<file path="src/hw/rtl/srsw_pkg.sv">
// -----------------------------------------------------------------------------
// srsw_pkg
// Shared constants and controller/datapath link types for the selective-repeat
// sender window.
// -----------------------------------------------------------------------------
package srsw_pkg;

  localparam int unsigned FRAME_W = 16;   // frame number width
  localparam int unsigned MAX_WIN = 16;   // window slots
  localparam int unsigned IDX_W   = 4;    // slot index width
  localparam int unsigned CNT_W   = 5;    // slot counter, holds MAX_WIN itself
  localparam int unsigned WIN_W   = 5;    // window_size register width
  localparam int unsigned ADDR_W  = 3;
  localparam int unsigned DATA_W  = 32;

  localparam logic [FRAME_W-1:0] FRAME_MAX   = 16'hFFFF;
  localparam logic [FRAME_W-1:0] TOTAL_LIMIT = 16'hFFFE;
  localparam logic [FRAME_W-1:0] FRAME_ONE   = 16'd1;

  localparam logic [FRAME_W-1:0] TOTAL_RST  = 16'd8;
  localparam logic [WIN_W-1:0]   WINDOW_RST = 5'd4;

  // input commands
  localparam logic CMD_START = 1'b0;
  localparam logic CMD_ROUND = 1'b1;

  // register indexes (paddr[2])
  localparam logic REG_TOTAL  = 1'b0;
  localparam logic REG_WINDOW = 1'b1;

  typedef struct packed {
    logic accept;       // input request taken
    logic clear_win;    // start command: clear window
    logic begin_round;  // admit new frames
    logic scan_step;    // advance slot counter
    logic scan_emit;    // load frame result
    logic slide_step;   // drop acknowledged base frame
    logic slide_end;    // pull next up to base
    logic emit_sum;     // load summary result
  } srsw_cmd_t;

  typedef struct packed {
    logic start_cmd;    // pending input is a start
    logic round_done;   // base already past total
    logic scan_end;     // slot counter past in-flight frames
    logic scan_acked;   // current slot already acknowledged
    logic slide_more;   // base can slide
    logic out_free;     // output register can take a result
  } srsw_status_t;

endpackage

</file>
<file path="src/hw/rtl/srsw_regs.sv">
// -----------------------------------------------------------------------------
// srsw_regs
// APB-style configuration registers: total frame count and window size.
// -----------------------------------------------------------------------------
module srsw_regs (
  input  logic                         clk_i,
  input  logic                         rst_ni,
  input  logic                         psel,
  input  logic                         penable,
  input  logic                         pwrite,
  input  logic [srsw_pkg::ADDR_W-1:0]  paddr,
  input  logic [srsw_pkg::DATA_W-1:0]  pwdata,
  output logic [srsw_pkg::DATA_W-1:0]  prdata,
  output logic                         pready,
  output logic [srsw_pkg::FRAME_W-1:0] total_o,
  output logic [srsw_pkg::WIN_W-1:0]   window_o
);
  import srsw_pkg::*;

  logic [FRAME_W-1:0] total_q;
  logic [WIN_W-1:0]   window_q;
  logic               wr_en;

  assign wr_en  = psel & penable & pwrite;
  assign pready = 1'b1;

  always_ff @(posedge clk_i or negedge rst_ni) begin
    if (!rst_ni) begin
      total_q  <= TOTAL_RST;
      window_q <= WINDOW_RST;
    end else if (wr_en) begin
      if (paddr[2] == REG_TOTAL) begin
        total_q <= pwdata[FRAME_W-1:0];
      end else begin
        window_q <= pwdata[WIN_W-1:0];
      end
    end
  end

  always_comb begin
    if (paddr[2] == REG_TOTAL) begin
      prdata = {{(DATA_W-FRAME_W){1'b0}}, total_q};
    end else begin
      prdata = {{(DATA_W-WIN_W){1'b0}}, window_q};
    end
  end

  assign total_o  = total_q;
  assign window_o = window_q;

endmodule

</file>
<file path="src/hw/rtl/srsw_ctrl.sv">
// -----------------------------------------------------------------------------
// srsw_ctrl
// Sequencer: accept, scan slots and slide base (round only), summarise.
// -----------------------------------------------------------------------------
module srsw_ctrl (
  input  logic                   clk_i,
  input  logic                   rst_ni,
  input  logic                   in_valid_i,
  output logic                   in_ready_o,
  input  srsw_pkg::srsw_status_t status_i,
  output srsw_pkg::srsw_cmd_t    cmd_o
);
  import srsw_pkg::*;

  typedef enum logic [3:0] {
    S_IDLE  = 4'b0001,
    S_SCAN  = 4'b0010,
    S_SLIDE = 4'b0100,
    S_SUM   = 4'b1000
  } state_e;

  state_e state_q, state_d;

  always_comb begin
    state_d    = state_q;
    cmd_o      = '0;
    in_ready_o = 1'b0;
    case (state_q)
      S_IDLE: begin
        in_ready_o = 1'b1;
        if (in_valid_i) begin
          cmd_o.accept = 1'b1;
          if (status_i.start_cmd) begin
            cmd_o.clear_win = 1'b1;
            state_d         = S_SUM;
          end else if (status_i.round_done) begin
            state_d = S_SUM;
          end else begin
            cmd_o.begin_round = 1'b1;
            state_d           = S_SCAN;
          end
        end
      end
      S_SCAN: begin
        if (status_i.scan_end) begin
          state_d = S_SLIDE;
        end else if (status_i.scan_acked) begin
          cmd_o.scan_step = 1'b1;
        end else if (status_i.out_free) begin
          cmd_o.scan_emit = 1'b1;
          cmd_o.scan_step = 1'b1;
        end
      end
      S_SLIDE: begin
        if (status_i.slide_more) begin
          cmd_o.slide_step = 1'b1;
        end else begin
          cmd_o.slide_end = 1'b1;
          state_d         = S_SUM;
        end
      end
      S_SUM: begin
        if (status_i.out_free) begin
          cmd_o.emit_sum = 1'b1;
          state_d        = S_IDLE;
        end
      end
      default: state_d = S_IDLE;
    endcase
  end

  always_ff @(posedge clk_i or negedge rst_ni) begin
    if (!rst_ni) begin
      state_q <= S_IDLE;
    end else begin
      state_q <= state_d;
    end
  end

endmodule

</file>
<file path="src/hw/rtl/srsw_dp.sv">
// -----------------------------------------------------------------------------
// srsw_dp
// Window datapath: base/next counters, acknowledge flags, slot counter and the
// output register.
// -----------------------------------------------------------------------------
module srsw_dp (
  input  logic                         clk_i,
  input  logic                         rst_ni,
  input  srsw_pkg::srsw_cmd_t          cmd_i,
  output srsw_pkg::srsw_status_t       status_o,
  input  logic [srsw_pkg::FRAME_W-1:0] total_i,
  input  logic [srsw_pkg::WIN_W-1:0]   window_i,
  input  logic                         in_cmd_i,
  input  logic [srsw_pkg::MAX_WIN-1:0] in_delivered_mask_i,
  output logic                         out_valid_o,
  input  logic                         out_ready_i,
  output logic [srsw_pkg::FRAME_W-1:0] out_frame_number_o,
  output logic                         out_is_new_o,
  output logic                         out_delivered_o,
  output logic                         out_is_summary_o,
  output logic [srsw_pkg::FRAME_W-1:0] out_window_base_o,
  output logic                         out_base_moved_o,
  output logic                         out_all_done_o,
  output logic                         out_last_o
);
  import srsw_pkg::*;

  logic [FRAME_W-1:0] base_q, next_q, next_d;
  logic [MAX_WIN-1:0] acked_q;
  logic [FRAME_W-1:0] old_base_q, old_next_q;
  logic [MAX_WIN-1:0] mask_q;
  logic [CNT_W-1:0]   k_q;

  logic               out_valid_q;
  logic [FRAME_W-1:0] frame_num_q, win_base_q;
  logic               is_new_q, deliv_q, summary_q, moved_q, done_q;

  logic [FRAME_W-1:0] total_sat;
  logic [WIN_W-1:0]   win_eff;
  logic [FRAME_W:0]   limit_raw, frame_cur;
  logic [FRAME_W-1:0] limit_c;
  logic [IDX_W-1:0]   k_idx;
  logic               out_free;

  // clamp registers to legal ranges
  assign total_sat = (total_i == FRAME_MAX) ? TOTAL_LIMIT : total_i;
  always_comb begin
    if (window_i == '0) begin
      win_eff = WIN_W'(1);
    end else if (window_i > WIN_W'(MAX_WIN)) begin
      win_eff = WIN_W'(MAX_WIN);
    end else begin
      win_eff = window_i;
    end
  end

  // admission limit: base + win - 1, capped at total
  assign limit_raw = {1'b0, base_q} + {{(FRAME_W+1-WIN_W){1'b0}}, win_eff} - (FRAME_W+1)'(1);
  assign limit_c   = (limit_raw > {1'b0, total_sat}) ? total_sat : limit_raw[FRAME_W-1:0];

  assign k_idx     = k_q[IDX_W-1:0];
  assign frame_cur = {1'b0, base_q} + {{(FRAME_W+1-CNT_W){1'b0}}, k_q};
  assign out_free  = !out_valid_q || out_ready_i;

  assign status_o.start_cmd  = (in_cmd_i == CMD_START);
  assign status_o.round_done = (base_q > total_sat);
  assign status_o.scan_end   = k_q[IDX_W] || (frame_cur >= {1'b0, next_q});
  assign status_o.scan_acked = acked_q[k_idx];
  assign status_o.slide_more = (base_q <= total_sat) && acked_q[0];
  assign status_o.out_free   = out_free;

  always_comb begin
    next_d = next_q;
    if (cmd_i.begin_round && (next_q <= limit_c)) begin
      next_d = limit_c + FRAME_ONE;
    end else if (cmd_i.slide_end && (next_q < base_q)) begin
      next_d = base_q;
    end
  end

  // window state
  always_ff @(posedge clk_i or negedge rst_ni) begin
    if (!rst_ni) begin
      base_q  <= FRAME_ONE;
      next_q  <= FRAME_ONE;
      acked_q <= '0;
    end else if (cmd_i.clear_win) begin
      base_q  <= FRAME_ONE;
      next_q  <= FRAME_ONE;
      acked_q <= '0;
    end else begin
      next_q <= next_d;
      if (cmd_i.scan_emit) begin
        acked_q[k_idx] <= mask_q[k_idx];
      end else if (cmd_i.slide_step) begin
        acked_q <= {1'b0, acked_q[MAX_WIN-1:1]};
        base_q  <= base_q + FRAME_ONE;
      end
    end
  end

  // per-round snapshot and slot counter
  always_ff @(posedge clk_i) begin
    if (cmd_i.accept) begin
      old_base_q <= cmd_i.clear_win ? FRAME_ONE : base_q;
      old_next_q <= next_q;
      mask_q     <= in_delivered_mask_i;
      k_q        <= '0;
    end else if (cmd_i.scan_step) begin
      k_q <= k_q + CNT_W'(1);
    end
  end

  // output register
  always_ff @(posedge clk_i or negedge rst_ni) begin
    if (!rst_ni) begin
      out_valid_q <= 1'b0;
    end else if (cmd_i.scan_emit || cmd_i.emit_sum) begin
      out_valid_q <= 1'b1;
    end else if (out_ready_i) begin
      out_valid_q <= 1'b0;
    end
  end

  always_ff @(posedge clk_i) begin
    if (cmd_i.scan_emit) begin
      frame_num_q <= frame_cur[FRAME_W-1:0];
      is_new_q    <= (frame_cur >= {1'b0, old_next_q});
      deliv_q     <= mask_q[k_idx];
      summary_q   <= 1'b0;
      win_base_q  <= '0;
      moved_q     <= 1'b0;
      done_q      <= 1'b0;
    end else if (cmd_i.emit_sum) begin
      frame_num_q <= '0;
      is_new_q    <= 1'b0;
      deliv_q     <= 1'b0;
      summary_q   <= 1'b1;
      win_base_q  <= base_q;
      moved_q     <= (base_q > old_base_q);
      done_q      <= (base_q > total_sat);
    end
  end

  assign out_valid_o        = out_valid_q;
  assign out_frame_number_o = frame_num_q;
  assign out_is_new_o       = is_new_q;
  assign out_delivered_o    = deliv_q;
  assign out_is_summary_o   = summary_q;
  assign out_window_base_o  = win_base_q;
  assign out_base_moved_o   = moved_q;
  assign out_all_done_o     = done_q;
  assign out_last_o         = summary_q;

endmodule

</file>
<file path="src/hw/rtl/selective_repeat_sender_window_top.sv">
// -----------------------------------------------------------------------------
// selective_repeat_sender_window_top
// Selective-repeat ARQ sender window tracker: admits frames, transmits every
// unacknowledged in-flight frame and slides the base once a round.
// -----------------------------------------------------------------------------
//
//  channel  | direction | handshake            | payload
//  ---------+-----------+----------------------+-------------------------------
//  in       | in        | in_valid/in_ready    | cmd, delivered_mask
//  out      | out       | out_valid/out_ready  | frame result or round summary
//  apb      | in        | psel/penable, pready | total_frames, window_size
//
//  Steps: a round request is accepted, then scans the window slots (up to 16)
//  one by one, slides the base one slot at a time (up to 16) and emits the
//  summary. Start and finished-run requests are accepted and go straight to
//  the summary.
//  Reset: window cleared, base and next at frame one, registers at 8 and 4.
//  Stalls: out_ready low holds the scan on the pending slot; in_ready is high
//  only between requests, while the last summary may still be waiting.
//
module selective_repeat_sender_window_top (
  input  logic                         clk_i,
  input  logic                         rst_ni,
  // request channel
  input  logic                         in_valid_i,
  output logic                         in_ready_o,
  input  logic                         in_cmd_i,
  input  logic [srsw_pkg::MAX_WIN-1:0] in_delivered_mask_i,
  // result channel
  output logic                         out_valid_o,
  input  logic                         out_ready_i,
  output logic [srsw_pkg::FRAME_W-1:0] out_frame_number_o,
  output logic                         out_is_new_o,
  output logic                         out_delivered_o,
  output logic                         out_is_summary_o,
  output logic [srsw_pkg::FRAME_W-1:0] out_window_base_o,
  output logic                         out_base_moved_o,
  output logic                         out_all_done_o,
  output logic                         out_last_o,
  // configuration port
  input  logic                         psel,
  input  logic                         penable,
  input  logic                         pwrite,
  input  logic [srsw_pkg::ADDR_W-1:0]  paddr,
  input  logic [srsw_pkg::DATA_W-1:0]  pwdata,
  output logic [srsw_pkg::DATA_W-1:0]  prdata,
  output logic                         pready
);
  import srsw_pkg::*;

  logic [FRAME_W-1:0] total;
  logic [WIN_W-1:0]   window;
  srsw_cmd_t          cmd;
  srsw_status_t       status;

  // only change registers between requests (not enforced): datapath reads live
  srsw_regs u_regs (
    .clk_i    (clk_i),
    .rst_ni   (rst_ni),
    .psel     (psel),
    .penable  (penable),
    .pwrite   (pwrite),
    .paddr    (paddr),
    .pwdata   (pwdata),
    .prdata   (prdata),
    .pready   (pready),
    .total_o  (total),
    .window_o (window)
  );

  // sequencer: one-hot state machine, drives the datapath by command struct
  srsw_ctrl u_ctrl (
    .clk_i      (clk_i),
    .rst_ni     (rst_ni),
    .in_valid_i (in_valid_i),
    .in_ready_o (in_ready_o),
    .status_i   (status),
    .cmd_o      (cmd)
  );

  // datapath: window state, slot counter and the registered result
  srsw_dp u_dp (
    .clk_i               (clk_i),
    .rst_ni              (rst_ni),
    .cmd_i               (cmd),
    .status_o            (status),
    .total_i             (total),
    .window_i            (window),
    .in_cmd_i            (in_cmd_i),
    .in_delivered_mask_i (in_delivered_mask_i),
    .out_valid_o         (out_valid_o),
    .out_ready_i         (out_ready_i),
    .out_frame_number_o  (out_frame_number_o),
    .out_is_new_o        (out_is_new_o),
    .out_delivered_o     (out_delivered_o),
    .out_is_summary_o    (out_is_summary_o),
    .out_window_base_o   (out_window_base_o),
    .out_base_moved_o    (out_base_moved_o),
    .out_all_done_o      (out_all_done_o),
    .out_last_o          (out_last_o)
  );

endmodule

</file>
<file path="config.mk">
export PLATFORM = sky130hd
export DESIGN_NAME = selective_repeat_sender_window_top
export DESIGN_NICKNAME = d
export VERILOG_FILES = /design/src/hw/rtl/srsw_pkg.sv /design/src/hw/rtl/srsw_regs.sv /design/src/hw/rtl/srsw_ctrl.sv /design/src/hw/rtl/srsw_dp.sv /design/src/hw/rtl/selective_repeat_sender_window_top.sv
export SDC_FILE = /design/constraint.sdc
export NUM_CORES = 1
export LEC_CHECK = 0
export ABC_CLOCK_PERIOD_IN_PS = 14090
export BUFFER_PORTS_ARGS = -buffer_cell sky130_fd_sc_hd__buf_2
export CAP_MARGIN = 20
export CELL_PAD_IN_SITES_DETAIL_PLACEMENT = 0
export CELL_PAD_IN_SITES_GLOBAL_PLACEMENT = 1
export CORE_MARGIN = 5
export CORE_UTILIZATION = 25
export CTS_CLUSTER_SIZE = 14
export DETAILED_ROUTE_END_ITERATION = 16
export PLACE_DENSITY = 0.47
export RECOVER_POWER = 100
export SLEW_MARGIN = 20
export SYNTH_ARGS = -nofsm -noshare
export SYNTH_HDL_FRONTEND = slang
export SYNTH_HIERARCHICAL = 1
export SYNTH_SLANG_ARGS = --single-unit
</file>
<file path="constraint.sdc">
create_clock -name clk_i -period 14.09 [get_ports clk_i]
set_input_delay 2.1135 -clock clk_i [delete_from_list [all_inputs] [get_ports clk_i]]
set_output_delay 2.1135 -clock clk_i [all_outputs]
set_load 0.02 [all_outputs]
</file>
## Word-level counts from Yosys, hierarchy flattened

Index checks and enable logic that the tools add are counted.

| cells by class | value |
|---|---|
| $lt $le $gt $ge | 11 |
| eq/ne operators | 10 |
| multiplexer cells | 51 |
| reductions and logical operators | 18 |
| add/sub/neg operators | 6 |
| bitwise gates (word level) | 3 |

Operators by type and width:

| cell | count |
|---|---|
| $mux W16 | 14 |
| $add A16 B5 Y17 | 2 |
| $ge A17 B16 Y1 | 2 |
| $add A16 B1 Y16 const B | 2 |
| $gt A16 B16 Y1 | 2 |
| $le A16 B16 Y1 | 2 |
| $mux W4 | 6 |
| $mux W1 | 18 |
| $gt A17 B16 Y1 | 1 |
| $sub A17 B1 Y17 const B | 1 |
| $bwmux W16 | 1 |
| $eq A16 B16 Y1 const B | 1 |
| $lt A16 B16 Y1 | 1 |
| $pmux W4 S4 | 1 |
| $mux W5 | 2 |
| $bmux W1 S4 | 2 |
| $mux W2 | 4 |
| $mux W3 | 2 |
| $ne A2 B2 Y1 const B | 3 |
| $reduce_and A2 Y1 | 3 |
| $reduce_bool A2 Y1 | 3 |
| $reduce_bool A3 Y1 | 2 |
| $add A5 B1 Y5 const B | 1 |
| $gt A5 B5 Y1 const B | 1 |
| 15 further kinds | 22 |

| word-level totals | value |
|---|---|
| logic and storage cells | 117 |
| input bits | 59 |
| register bits after elaboration | 164 |

## Longest topological paths before layout

Gate-level depths: netlist (run 1).

| logic depth | value |
|---|---|
| depth after elaboration | 11 |
| mapped depth | 34 |
| gate-level depth less buffers | 31 |

## Modules after synthesis

The synthesis (run 1) kept the hierarchy.

By module, submodules not included:

| module | area each (µm²) | sequential area each (µm²) | times used | cells each |
|---|---|---|---|---|
| srsw_dp | 10508.8 | 3691.0 | 1 | 1084 |
| srsw_regs | 1118.6 | 528.0 | 1 | 82 |
| srsw_ctrl | 365.4 | 101.3 | 1 | 45 |

## Worst setup path before layout (run 1)

Ideal clock, no wire load.

| timing | value |
|---|---|
| kind | reg-to-reg |
| start | register u_dp.base_q[1] |
| end | register u_dp.next_q[13] |
| buffers on the path | 4 |
| period minus slack after synthesis | 6.671 ns |
| data required time | 14.013 ns |
| setup time | 0.077 ns |
| data arrival time | 6.594 ns |
| cell stages (with the launch flop) | 33 |
| path slack | 7.419 ns |
| cell sequence | dfrtp_1 -> inv_1 -> ha_1 -> inv_1 -> ha_1 -> fa_1 -> a21o_1 -> a221oi_2 -> and4b_1 -> a2111oi_2 -> xnor2_1 -> ha_1 -> nand4_1 -> nand3_1 -> nor3_1 -> a41oi_1 -> a211oi_4 -> buf_6 -> buf_2 -> nand2_1 -> o21ai_0 -> inv_1 -> ha_1 -> nor2b_1 -> o21a_1 -> o21ai_0 -> a21oi_1 -> o31a_1 -> o31a_1 -> clkbuf_1 -> buf_1 -> a21o_1 -> a21oi_1 |

| on the way | value |
|---|---|
| cells in the longest elaborated chain, start to end | 8 |

Ends and longest elaborated chain:

| what | RTL line | RTL |
|---|---|---|
| start, declared | srsw_dp.sv:28 | `logic [FRAME_W-1:0] base_q, next_q, next_d;` |
| start signal, assigned | srsw_dp.sv:97 | `base_q <= base_q + FRAME_ONE;` |
| $add A16 B5 Y17 / $gt A16 B16 Y1 (equally long branches) | srsw_dp.sv:58, srsw_dp.sv:66 |  |
| $sub A17 B1 Y17 / $mux W1 (equally long branches) | srsw_dp.sv:58, srsw_ctrl.sv:36 |  |
| $gt A17 B16 Y1 / $mux W1 (equally long branches) | srsw_dp.sv:59, srsw_ctrl.sv:33 |  |
| $mux W16 / $mux W3 (equally long branches) | srsw_dp.sv:59, srsw_ctrl.sv:31 |  |
| $le A16 B16 Y1 / $mux W3 (equally long branches) | srsw_dp.sv:74, srsw_ctrl.sv:28 |  |
| $logic_and A1 B1 Y1 | srsw_dp.sv:74 | `if (cmd_i.begin_round && (next_q <= limit_c)) begin` |
| $mux W16 | srsw_dp.sv:74 |  |
| $mux W16 | srsw_dp.sv:87 | `end else if (cmd_i.clear_win) begin` |
| end signal, assigned | srsw_dp.sv:92 | `next_q <= next_d;` |
| end, declared | srsw_dp.sv:28 |  |

Parallel ways exist; a longest one is shown, timed or not.
A chain may end at the register's enable or synchronous reset.

## Final worst setup path (run 1)

| timing | value |
|---|---|
| start | register u_regs.window_q[2] (netlist: u_regs/window_o[2]) |
| end | register u_dp.next_q[0] |

| on the way | value |
|---|---|
| cells in the longest elaborated chain, start to end | 11 |

Ends and longest elaborated chain:

| what | RTL line | RTL |
|---|---|---|
| start, declared | srsw_regs.sv:21 | `logic [WIN_W-1:0] window_q;` |
| start signal, assigned | srsw_regs.sv:35 | `window_q <= pwdata[WIN_W-1:0];` |
| $gt A5 B5 Y1 | srsw_dp.sv:50 | `end else if (window_i > WIN_W'(MAX_WIN)) begin` |
| $mux W5 | srsw_dp.sv:50 |  |
| $mux W5 (*) | srsw_dp.sv:48 | `if (window_i == '0) begin` |
| $add A16 B5 Y17 (*) | srsw_dp.sv:58 | `assign limit_raw = {1'b0, base_q} + {{(FRAME_W+1-WIN_W){1'b0}}, win_eff} - (FRAME_W+1)'(1);` |
| $sub A17 B1 Y17 (*) | srsw_dp.sv:58 |  |
| $gt A17 B16 Y1 | srsw_dp.sv:59 | `assign limit_c = (limit_raw > {1'b0, total_sat}) ? total_sat : limit_raw[FRAME_W-1:0];` |
| $mux W16 (*) | srsw_dp.sv:59 |  |
| $le A16 B16 Y1 | srsw_dp.sv:74 |  |
| $logic_and A1 B1 Y1 | srsw_dp.sv:74 |  |
| $mux W16 | srsw_dp.sv:74 |  |
| $mux W16 | srsw_dp.sv:87 |  |

Every way passes the cells marked *; elsewhere a longest branch is shown, timed or not.

==> results of run 1 <==
[critical path, delay by kind of cell (launching register included)]
kind | cells | cell delay, ns
buf+inv | 5 | 2.01
compound gates | 13 | 4.43
flops | 1 | 0.55
fa+ha+maj | 5 | 1.43
simple gates | 7 | 1.20
xor+xnor | 1 | 0.29
[per-layer routing]
metal / part of all wire (%) / vias to the layer above / wire length [um]
met5: 0 / - / 0
met2: 44 / 135 / 16200
li1: - / 4527 / -
met1: 52 / 4348 / 19000
met4: 1.7 / 0 / 619
met3: 2.7 / 32 / 984
[stage by stage]
stage,area [um2],total power [mW],std cells
2_1_floorplan,12000,1.76,1226
3_3_place_gp,13100,2.17,1899
6_report,13500,2.62,1931
3_5_place_dp,13100,2.17,1899
5_1_grt,13500,2.85,1931
4_1_cts,13800,2.70,1931
[cell usage after synthesis, types with 18 or more instances]
cell type  instances
mux2i_1           48
o21ai_0           40
a21o_1            24
nand4_1           22
nor3_1            19
xnor2_1           46
o21a_1            22
a211oi_1          18
edfxtp_1          66
dfrtp_1           69
a21oi_1           54
clkbuf_1          23
nor2b_1           28
dfxtp_1           24
buf_4             21
ha_1             152
nor2_1           102
inv_1            113
nand2_1           52
nand3_1           32
[logic make-up after synthesis]
group | after synthesis | synth area share (%)
buf+inv | 169 | 6.20
compound gates | 237 | 13.7
mux | 85 | 8.73
fa+ha+maj | 154 | 16.2
simple gates | 344 | 15.0
xor+xnor | 56 | 4.09
other cells | 2 | 0.0626
flops | 164 | 36.0
[power groups by stage]
stage / Combinational, mW / Clock, mW / Sequential, mW
6_report: 1.35 / 0.518 / 0.750
5_1_grt: 1.53 / 0.554 / 0.769
4_1_cts: 1.42 / 0.538 / 0.750
3_5_place_dp: 1.41 / 0 / 0.760
3_3_place_gp: 1.41 / 0 / 0.759
2_1_floorplan: 1.02 / 0 / 0.739
[state kept, by name (all words and copies together), names as in the netlist, 4 cells and up]
register	cells
u_regs/total_o	16
u_dp/acked_q	16
u_regs/window_o	5
u_dp/old_next_q	16
u_dp/out_frame_number_o	16
u_dp/out_window_base_o	16
u_dp/old_base_q	16
u_ctrl/state_q	4
u_dp/k_q	5
u_dp/mask_q	16
u_dp/base_q	16
u_dp/next_q	16
[final cells by class]
type	instances	area [um2]	area share (%)
tap	615	769	5.68
clock inverter	8	109	0.804
clock buffer	24	526	3.88
multi-input combinational	893	6880	50.8
inverter	114	428	3.16
timing repair buffer	113	512	3.78
sequential	164	4320	31.9
[worst max-delay path by stage]
stage	slack, ns	start	depth (start not counted)	to
floorplan	7.42	u_dp/base_q[1]	32	u_dp/next_q[13]
global placement	6.05	u_dp/base_q[2]	30	u_dp/next_q[0]
detailed placement	6.08	u_dp/base_q[2]	30	u_dp/next_q[0]
CTS	6.04	u_dp/base_q[2]	30	u_dp/next_q[0]
global route	3.16	u_dp/base_q[2]	30	u_dp/next_q[0]
finish	4.10	u_regs/window_o[2]	31	u_dp/next_q[0]
==> flow_metrics.tcl, run 1 <==
set metrics [dict create \
    fp.dieH_um 229 \
    layout.nets 1516 \
    worst_path_most_repeated_cell "ha_1" \
    grtUsageTotal_pct 14.0 \
    critPathRequiredTime_ns 14.49 \
    numCtsBuffers 17 \
    h-tree-depth 4 \
    p_leak_nw 5.77 \
    arrival_ns 10.39 \
    syn_inst 1211 \
    drtIter0Drc 616 \
    drt-total-wl_mm 36.7 \
    final_util_pct 28.4 \
    worstMarginPinSlew_ns 4.01 \
    ios 132 \
    core_area_mm2 0.0476 \
    comb_power_share_pct 51.6 \
    use_met2_pct 21.2 \
    remaining_drc_errors 0 \
    antenna_found_initial 0 \
    overflow 0 \
    min_from "u_dp/out_all_done_o" \
    finalMaxSlewViolations 243 \
    final_common_cell "ha_1" \
    cts_max_path_buffers 2 \
    crit_path_max_fanout 26 \
    hold-path-endpoint "u_dp/out_all_done_o" \
    synth_edf_count 66 \
    grt_busiest_layer "met2" \
    root_buffer "clkbuf_16" \
    final_hold_viol_count 0 \
    holdWs_ns 0.467 \
    timing.setup.tns_ns 0 \
    synth_area_mm2 0.0120 \
    power_frac_seq_pct 28.6 \
    finalCritPeriodShare_pct 70.9 \
    wl_per_cell_um 19.0 \
    worstHoldPathCells 2 \
    grt_pass1_vias 9200 \
    detail-route-antenna-nets 0 \
    die_area_mm2 0.0525 \
    grtUsageMet1_pct 20.3 \
    clk_latency_ns 0.48 \
    yosys_most_used_dff "dfrtp_1" \
    grt_use_met3_pct 2.37 \
    cts_tree "done" \
    synth_top_area_share_pct 16.5 \
    vias 9042 \
    path_class "flop to flop" \
    ctsResizeCount 0 \
    post_cts_buffers 0 \
    finalClockSkew_ns 0.0146 \
    synthToLayoutAreaGrowth_pct 12.9 \
    r2r_start "u_regs/window_o[2]" \
    rsz0062_at_grt "false" \
    worstSetupEndpointType "flop" \
    setup_viol 0 \
    reg2reg_to "u_dp/next_q[0]" \
    switchingPower_mw 1.15 \
    viasPerCell 4.68 \
    die_x_um 229 \
    hpwl_mm 28.2 \
    start_util_pct 25.2 \
    nFillCells 5108 \
    yosysUniqueCellTypes 79 \
    p_clk_share_pct 19.8 \
    synth-warning-count 6 \
    swShare_pct 43.8 \
    yosysTopAreaCell "edfxtp_1" \
    ys_seq_area_share_pct 36.0 \
    max_stage_delay_ns 1.29 \
    path_clk_slew_ns 0.07 \
    start_kind "flop" \
    worstRegToRegCells 31 \
    fmax_ghz 0.100 \
    pre_cts_ws_ns 6.08 \
    antenna_cells 0 \
    intPower_mw 1.47 \
    p_per_area_mw_per_mm2 194 \
    synth_seq_cells 164 \
    gp_congestion 0.797 \
    status "complete, but fails checks" \
    cap_viol_max_count 5 \
    period_needed_ns 9.99 \
    drtPass1Iterations 7 \
    drive_above_1_share_pct 9.35 \
    reg2reg_slack_ns 4.10 \
    ir_drop_mv 0.0831 \
    fin_ws_ns 4.10 \
    grt_max_degree 65 \
    hold_buffers 0 \
    crit_slowest_cell "a211oi_1" \
    clock-sinks 164 \
    num_rows 80 \
    synth_area_leaders "edfxtp_1 17%, ha_1 16%, dfrtp_1 14%, dfxtp_1 4.0%, mux2i_1 4.0%" \
    relSlewSlack_pct -167 \
    port_buffers 96 \
    avgSynthCellArea_um2 9.90 \
    grt_pass1_wl_mm 56.2 \
    final_cell_mix "152 x ha_1, 112 x inv_1, 101 x nor2_1" \
    violations "capacitance limit, slew limit" \
    async_flop_share_pct 45.1 \
    hold_path.class "flop to flop" \
]
Note: power is estimated with default switching activity, not from simulation.
==> run 2: changes to the inputs <==
--- a/config.mk
+++ b/config.mk
@@ -5,7 +5,8 @@
 export SDC_FILE = /design/constraint.sdc
 export NUM_CORES = 1
 export LEC_CHECK = 0
-export ABC_CLOCK_PERIOD_IN_PS = 14090
+export ABC_AREA = 1
+export ABC_CLOCK_PERIOD_IN_PS = 9100
 export BUFFER_PORTS_ARGS = -buffer_cell sky130_fd_sc_hd__buf_2
 export CAP_MARGIN = 20
 export CELL_PAD_IN_SITES_DETAIL_PLACEMENT = 0
@@ -14,7 +15,7 @@
 export CORE_UTILIZATION = 25
 export CTS_CLUSTER_SIZE = 14
 export DETAILED_ROUTE_END_ITERATION = 16
-export PLACE_DENSITY = 0.47
+export PLACE_DENSITY = 0.51
 export RECOVER_POWER = 100
 export SLEW_MARGIN = 20
 export SYNTH_ARGS = -nofsm -noshare
==> constraint.sdc (replaced) <==
create_clock -name clk_i -period 9.1 [get_ports clk_i]
set_input_delay 1.365 -clock clk_i [delete_from_list [all_inputs] [get_ports clk_i]]
set_output_delay 1.365 -clock clk_i [all_outputs]
set_load 0.02 [all_outputs]
==> run 2 against run 1 <==
The run still ends with capacitance limit, slew limit left; clock skew is 0.0021 ns lower; sequential cell count is the same; maximum frequency increased by 33%; die area is 1.9% higher; area after synthesis up 2.0%; register-to-register slack got worse by 2.5 ns; critical endpoint is now u_dp/out_base_moved_o; largest power group unchanged; highest routed layer unchanged.
==> flow_metrics.tcl, run 2 <==
set metrics [dict create \
    remaining_drc_errors 0 \
    synth_area_mm2 0.0122 \
    clock-sinks 164 \
    timing.setup.tns_ns 0 \
    p_leak_nw 6.60 \
    synth_common_cells "365 x nand2_1, 221 x inv_1, 152 x ha_1, 147 x nor2_1, 101 x o21ai_0" \
    path_class "flop to flop" \
    final_cell_mix "366 x nand2_1, 222 x inv_1, 152 x ha_1" \
    post_cts_buffers 0 \
    arrival_ns 7.91 \
    synth_edf_count 66 \
    worst_path_most_repeated_cell "nor2_1" \
    relSlewSlack_pct -199 \
    ys_seq_area_share_pct 35.3 \
    crit_path_max_fanout 25 \
    numCtsBuffers 17 \
    grt_max_degree 75 \
    h-tree-depth 4 \
    grt_pass1_wl_mm 60.9 \
    synthToLayoutAreaGrowth_pct 12.9 \
    fmax_ghz 0.133 \
    crit_slowest_cell "nand2_1" \
    nFillCells 5360 \
    hold_buffers 0 \
    cts_max_path_buffers 2 \
    async_flop_share_pct 45.1 \
    viasPerCell 4.53 \
    final_common_cell "nand2_1" \
    switchingPower_mw 2.15 \
    yosysTopAreaCell "edfxtp_1" \
    p_clk_share_pct 18.2 \
    num_rows 81 \
    swShare_pct 49.7 \
    finalCritPeriodShare_pct 82.3 \
    wl_per_cell_um 17.1 \
    syn_inst 1587 \
    drive_above_1_share_pct 7.54 \
    synth-warning-count 6 \
    path_clk_slew_ns 0.08 \
    start_util_pct 25.2 \
    drtPass1Iterations 5 \
    rsz0062_at_grt "false" \
    antenna_cells 0 \
    intPower_mw 2.18 \
    root_buffer "clkbuf_16" \
    worstMarginPinSlew_ns 4.49 \
    drtIter0Drc 600 \
    yosysUniqueCellTypes 58 \
    ir_drop_mv 0.149 \
    ctsResizeCount 0 \
    hold_path.class "flop to flop" \
    placed_cells 2275 \
    grt_pass1_vias 10400 \
    final_hold_viol_count 0 \
    fin_ws_ns 1.61 \
    synth.most_common_cell "nand2_1" \
    core_area_mm2 0.0486 \
    setup_viol 0 \
    overflow 0 \
    antenna_found_initial 0 \
    violations "capacitance limit, slew limit" \
    layout.nets 1885 \
    pre_cts_ws_ns 1.64 \
    fp.dieH_um 231 \
    drt-total-wl_mm 39.4 \
    worstSetupEndpointType "flop" \
    synth_area_leaders "edfxtp_1 16%, ha_1 16%, dfrtp_1 14%, nand2_1 11%, inv_1 6.8%" \
    gp_congestion 0.791 \
    synth_top_area_share_pct 16.2 \
    p_per_area_mw_per_mm2 313 \
    cap_viol_max_count 3 \
    yosys_most_used_dff "dfrtp_1" \
    status "complete, but fails checks" \
    critPathRequiredTime_ns 9.51 \
    power_mw 4.33 \
    grtUsageTotal_pct 14.8 \
    holdWs_ns 0.456 \
    die_x_um 231 \
    hpwl_mm 30.3 \
    synth_seq_cells 164 \
    detail-route-antenna-nets 0 \
    power_frac_seq_pct 25.9 \
    die_area_mm2 0.0535 \
    comb_power_share_pct 55.8 \
    avgSynthCellArea_um2 7.71 \
    port_buffers 96 \
    clk_latency_ns 0.48 \
    cts_tree "done" \
    ios 132 \
    stdcell_count 2307 \
    start_kind "flop" \
    max_stage_delay_ns 1.00 \
    period_needed_ns 7.49 \
    finalClockSkew_ns 0.0125 \
    reg2reg_slack_ns 1.61 \
    finalMaxSlewViolations 167 \
    vias 10500 \
]
-- run 2: changes by cell type in the layout (fill, tap and decap cells not counted), sizes merged, moves of 42 or more --
| cell | delta |
|---|---|
| inv | +118 |
| mux2i | -48 |
| nand2 | +334 |
| nand3 | +65 |
| nor2 | +55 |
| o21ai | +66 |
| xnor2 | -42 |
-- run 2: logic make-up after synthesis --
kind of cell               Yosys count  synth area share [%]
AOI/OAI and AO/OA                  257                  11.9
xor gates and xnor gates            25                  1.79
adders and majority gates          154                  15.9
buffers and inverters              286                  9.91
DFF                                164                  35.3
other                                2                0.0614
and+or+nand+nor                    699                  25.2
-- run 2: layout make-up --
class	instances	area (um2)	area share [%]
clock buffer	23	543	3.93
timing repair buffer	108	479	3.47
multi-input combinational	1152	6750	48.8
inverter	229	860	6.22
sequential	164	4320	31.3
clock inverter	9	93.8	0.679
tap	622	778	5.63
-- run 2: power by group through the flow --
| stage | sequential [mW] | combinational (mW) | clock (mW) |
|---|---|---|---|
| global route | 1.15 | 2.78 | 0.847 |
| global placement | 1.13 | 2.46 | 0 |
| floorplan | 1.13 | 1.76 | 0 |
| CTS | 1.12 | 2.49 | 0.826 |
| detailed placement | 1.14 | 2.48 | 0 |
| finish | 1.12 | 2.42 | 0.788 |
-- run 2: final timing paths --
kind | start | end | depth (start not counted)
hold reg to reg | u_dp/out_window_base_o[12] | u_dp/out_window_base_o[12] | 2
min in group asynchronous | rst_ni | u_dp/acked_q[11] | 1
setup reg to reg | u_dp/k_q[1] | u_dp/out_base_moved_o | 29
max in group asynchronous | rst_ni | u_regs/total_o[11] | 1
setup / recovery | u_dp/k_q[1] | u_dp/out_base_moved_o | 29
hold / removal | u_dp/out_window_base_o[12] | u_dp/out_window_base_o[12] | 2
-- run 2: critical path: cells and delay by family, from the launching register on --
family | cells | cell delay, ns
compound gates | 3 | 0.75
xor+xnor | 1 | 0.29
buf+inv | 6 | 1.74
flops | 1 | 0.76
fa+ha+maj | 2 | 0.65
simple gates | 17 | 3.22
-- run 2: through the flow --
stage          instance area, um2  utilization [%]
2_1_floorplan               12300                -
3_3_place_gp                13300             27.3
3_5_place_dp                13300             27.3
4_1_cts                     13900             28.7
5_1_grt                     13800             28.4
6_report                    13800             28.4
-- run 2: per-layer routing --
layer / vias to the layer above / track usage, % / wire, um / part of all wire (%)
li1: 5404 / - / - / -
met1: 4879 / 20.5 / 19600 / 50
met2: 144 / 23.8 / 18000 / 46
met3: 26 / 3.11 / 1180 / 3.0
met4: 0 / 3.62 / 524 / 1.3
met5: - / 0 / 0 / 0
==> run 3: changes to the inputs <==
--- a/config.mk
+++ b/config.mk
@@ -6,7 +6,7 @@
 export NUM_CORES = 1
 export LEC_CHECK = 0
 export ABC_AREA = 1
-export ABC_CLOCK_PERIOD_IN_PS = 9100
+export ABC_CLOCK_PERIOD_IN_PS = 7050
 export BUFFER_PORTS_ARGS = -buffer_cell sky130_fd_sc_hd__buf_2
 export CAP_MARGIN = 20
 export CELL_PAD_IN_SITES_DETAIL_PLACEMENT = 0
@@ -15,7 +15,7 @@
 export CORE_UTILIZATION = 25
 export CTS_CLUSTER_SIZE = 14
 export DETAILED_ROUTE_END_ITERATION = 16
-export PLACE_DENSITY = 0.51
+export PLACE_DENSITY = 0.49
 export RECOVER_POWER = 100
 export SLEW_MARGIN = 20
 export SYNTH_ARGS = -nofsm -noshare
==> constraint.sdc (replaced) <==
create_clock -name clk_i -period 7.05 [get_ports clk_i]
set_input_delay 1.0575 -clock clk_i [delete_from_list [all_inputs] [get_ports clk_i]]
set_output_delay 1.0575 -clock clk_i [all_outputs]
set_load 0.02 [all_outputs]
==> run 3 against run 2 <==
The run still ends with capacitance limit, slew limit left; setup slack worse by 0.85 ns; worst hold slack better by 0.0058 ns; critical path depth is 9 higher; wire length is 1.7% higher; critical endpoint is now u_dp/next_q[2].
==> flow_metrics.tcl, run 3 (same netlist as run 2, synthesis figures left out) <==
set metrics [dict create \
    status "complete, but fails checks" \
    violations "capacitance limit, slew limit" \
    max_stage_delay_ns 0.46 \
    wl_per_cell_um 17.1 \
    numCtsBuffers 17 \
    p_leak_nw 6.72 \
    path_clk_slew_ns 0.08 \
    final_hold_viol_count 0 \
    final_cell_mix "365 x nand2_1, 223 x inv_1, 152 x ha_1" \
    arrival_ns 6.66 \
    finalMaxSlewViolations 121 \
    setup_viol 0 \
    nFillCells 5336 \
    finalCritPeriodShare_pct 89.2 \
    fin_area_mm2 0.0140 \
    port_buffers 96 \
    cts_tree "done" \
    grtUsageTotal_pct 15.2 \
    ir_drop_mv 0.200 \
    gp_congestion 0.802 \
    start_util_pct 25.2 \
    multi_input_area_mm2 0.00676 \
    final_common_cell "nand2_1" \
    grt_max_degree 67 \
    drt-total-wl_mm 40.0 \
    overflow 0 \
    cp_top_family "simple AND/OR/NAND/NOR gates" \
    rsz0062_at_grt "false" \
    antenna_found_initial 0 \
    h-tree-depth 4 \
    ios 132 \
    drtIter0Drc 571 \
    layout.nets 1917 \
    root_buffer "clkbuf_16" \
    post_cts_buffers 0 \
    crit_slowest_cell "fa_1" \
    grt_pass1_vias 10700 \
    detail-route-antenna-nets 0 \
    area.sequential_mm2 0.00432 \
    p_per_area_mw_per_mm2 399 \
    drive_above_1_share_pct 9.32 \
    core_area_mm2 0.0486 \
    timing.setup.tns_ns 0 \
    hold_path.class "flop to flop" \
    worstMarginPinSlew_ns 4.00 \
    cp.buffers_inverters 5 \
    hold_buffers 0 \
    grt_pass1_wl_mm 62.3 \
    period_needed_ns 6.29 \
    ctsResizeCount 0 \
    cap_viol_max_count 2 \
    die_x_um 231 \
    clk_latency_ns 0.49 \
    critPathRequiredTime_ns 7.42 \
    remaining_drc_errors 0 \
    clock-sinks 164 \
    path_class "flop to flop" \
    worst_path_most_repeated_cell "nand2_1" \
    viasPerCell 4.51 \
    drtPass1Iterations 4 \
    place_area_mm2 0.0135 \
    relSlewSlack_pct -166 \
    finalClockSkew_ns 0.0119 \
    start_kind "flop" \
    vias 10500 \
    hpwl_mm 31.4 \
    synthToLayoutAreaGrowth_pct 14.5 \
    stdcell_count 2339 \
    fmax_ghz 0.159 \
    fp.dieH_um 231 \
    num_rows 81 \
    placed_cells 2307 \
    antenna_cells 0 \
    cts_max_path_buffers 2 \
    crit_path_max_fanout 26 \
    worstSetupEndpointType "flop" \
    die_area_mm2 0.0535 \
]
[run 3: where the power goes]
group | internal, mW | switching [mW]
registers | 1.27 | 0.160
clock network | 0.496 | 0.457
logic | 1.04 | 2.17
total | 2.80 | 2.79
[run 3: per-stage QoR]
stage | hold slack (ns) | total power, mW | util (%) | setup slack, ns
floorplan | 0.453 | 3.74 | - | 1.40
global route | 0.489 | 6.19 | 28.8 | 0.0631
finish | 0.462 | 5.59 | 28.8 | 0.760
detailed placement | 0.444 | 4.74 | 27.8 | 0.556
CTS | 0.362 | 5.73 | 29.0 | 0.529
global placement | 0.441 | 4.72 | 27.8 | 0.517
[run 3: final timing paths]
check / cells after the start / startpoint / endpoint / slack [ns]
setup reg to reg: 38 / u_regs/window_o[0] / u_dp/next_q[2] / 0.76
min in group asynchronous: 1 / rst_ni / u_dp/acked_q[6] / 0.55
setup / recovery: 38 / u_regs/window_o[0] / u_dp/next_q[2] / 0.76
max in group asynchronous: 2 / rst_ni / u_regs/total_o[8] / 2.30
hold / removal: 2 / u_dp/out_window_base_o[8] / u_dp/out_window_base_o[8] / 0.46
hold reg to reg: 2 / u_dp/out_window_base_o[8] / u_dp/out_window_base_o[8] / 0.46
[run 3: final cells by class]
type | instances | share of cell area [%]
flip-flops and latches | 164 | 30.8
well taps | 622 | 5.56
inverters | 229 | 6.14
clock inverters | 14 | 1.04
clock buffers | 18 | 3.06
repair buffers | 140 | 5.13
multi-input cells | 1152 | 48.2
[run 3: routing by layer]
layer	routed length [um]	up-vias	track usage [%]	part of all wire, %
li1	-	5466	-	-
met1	19700	4886	20.8	49
met2	18400	167	24.7	46
met3	1440	23	3.25	3.6
met4	457	0	3.51	1.1
met5	0	-	0	0
[run 3: worst reg2reg max path, delay by kind of cell, from the launching register on]
| family | cells | cell delay [ns] |
|---|---|---|
| and+or+nand+nor | 23 | 2.71 |
| adders and majority gates | 4 | 1.40 |
| AOI/OAI and AO/OA | 6 | 1.08 |
| buffers and inverters | 5 | 0.57 |
| DFF | 1 | 0.41 |
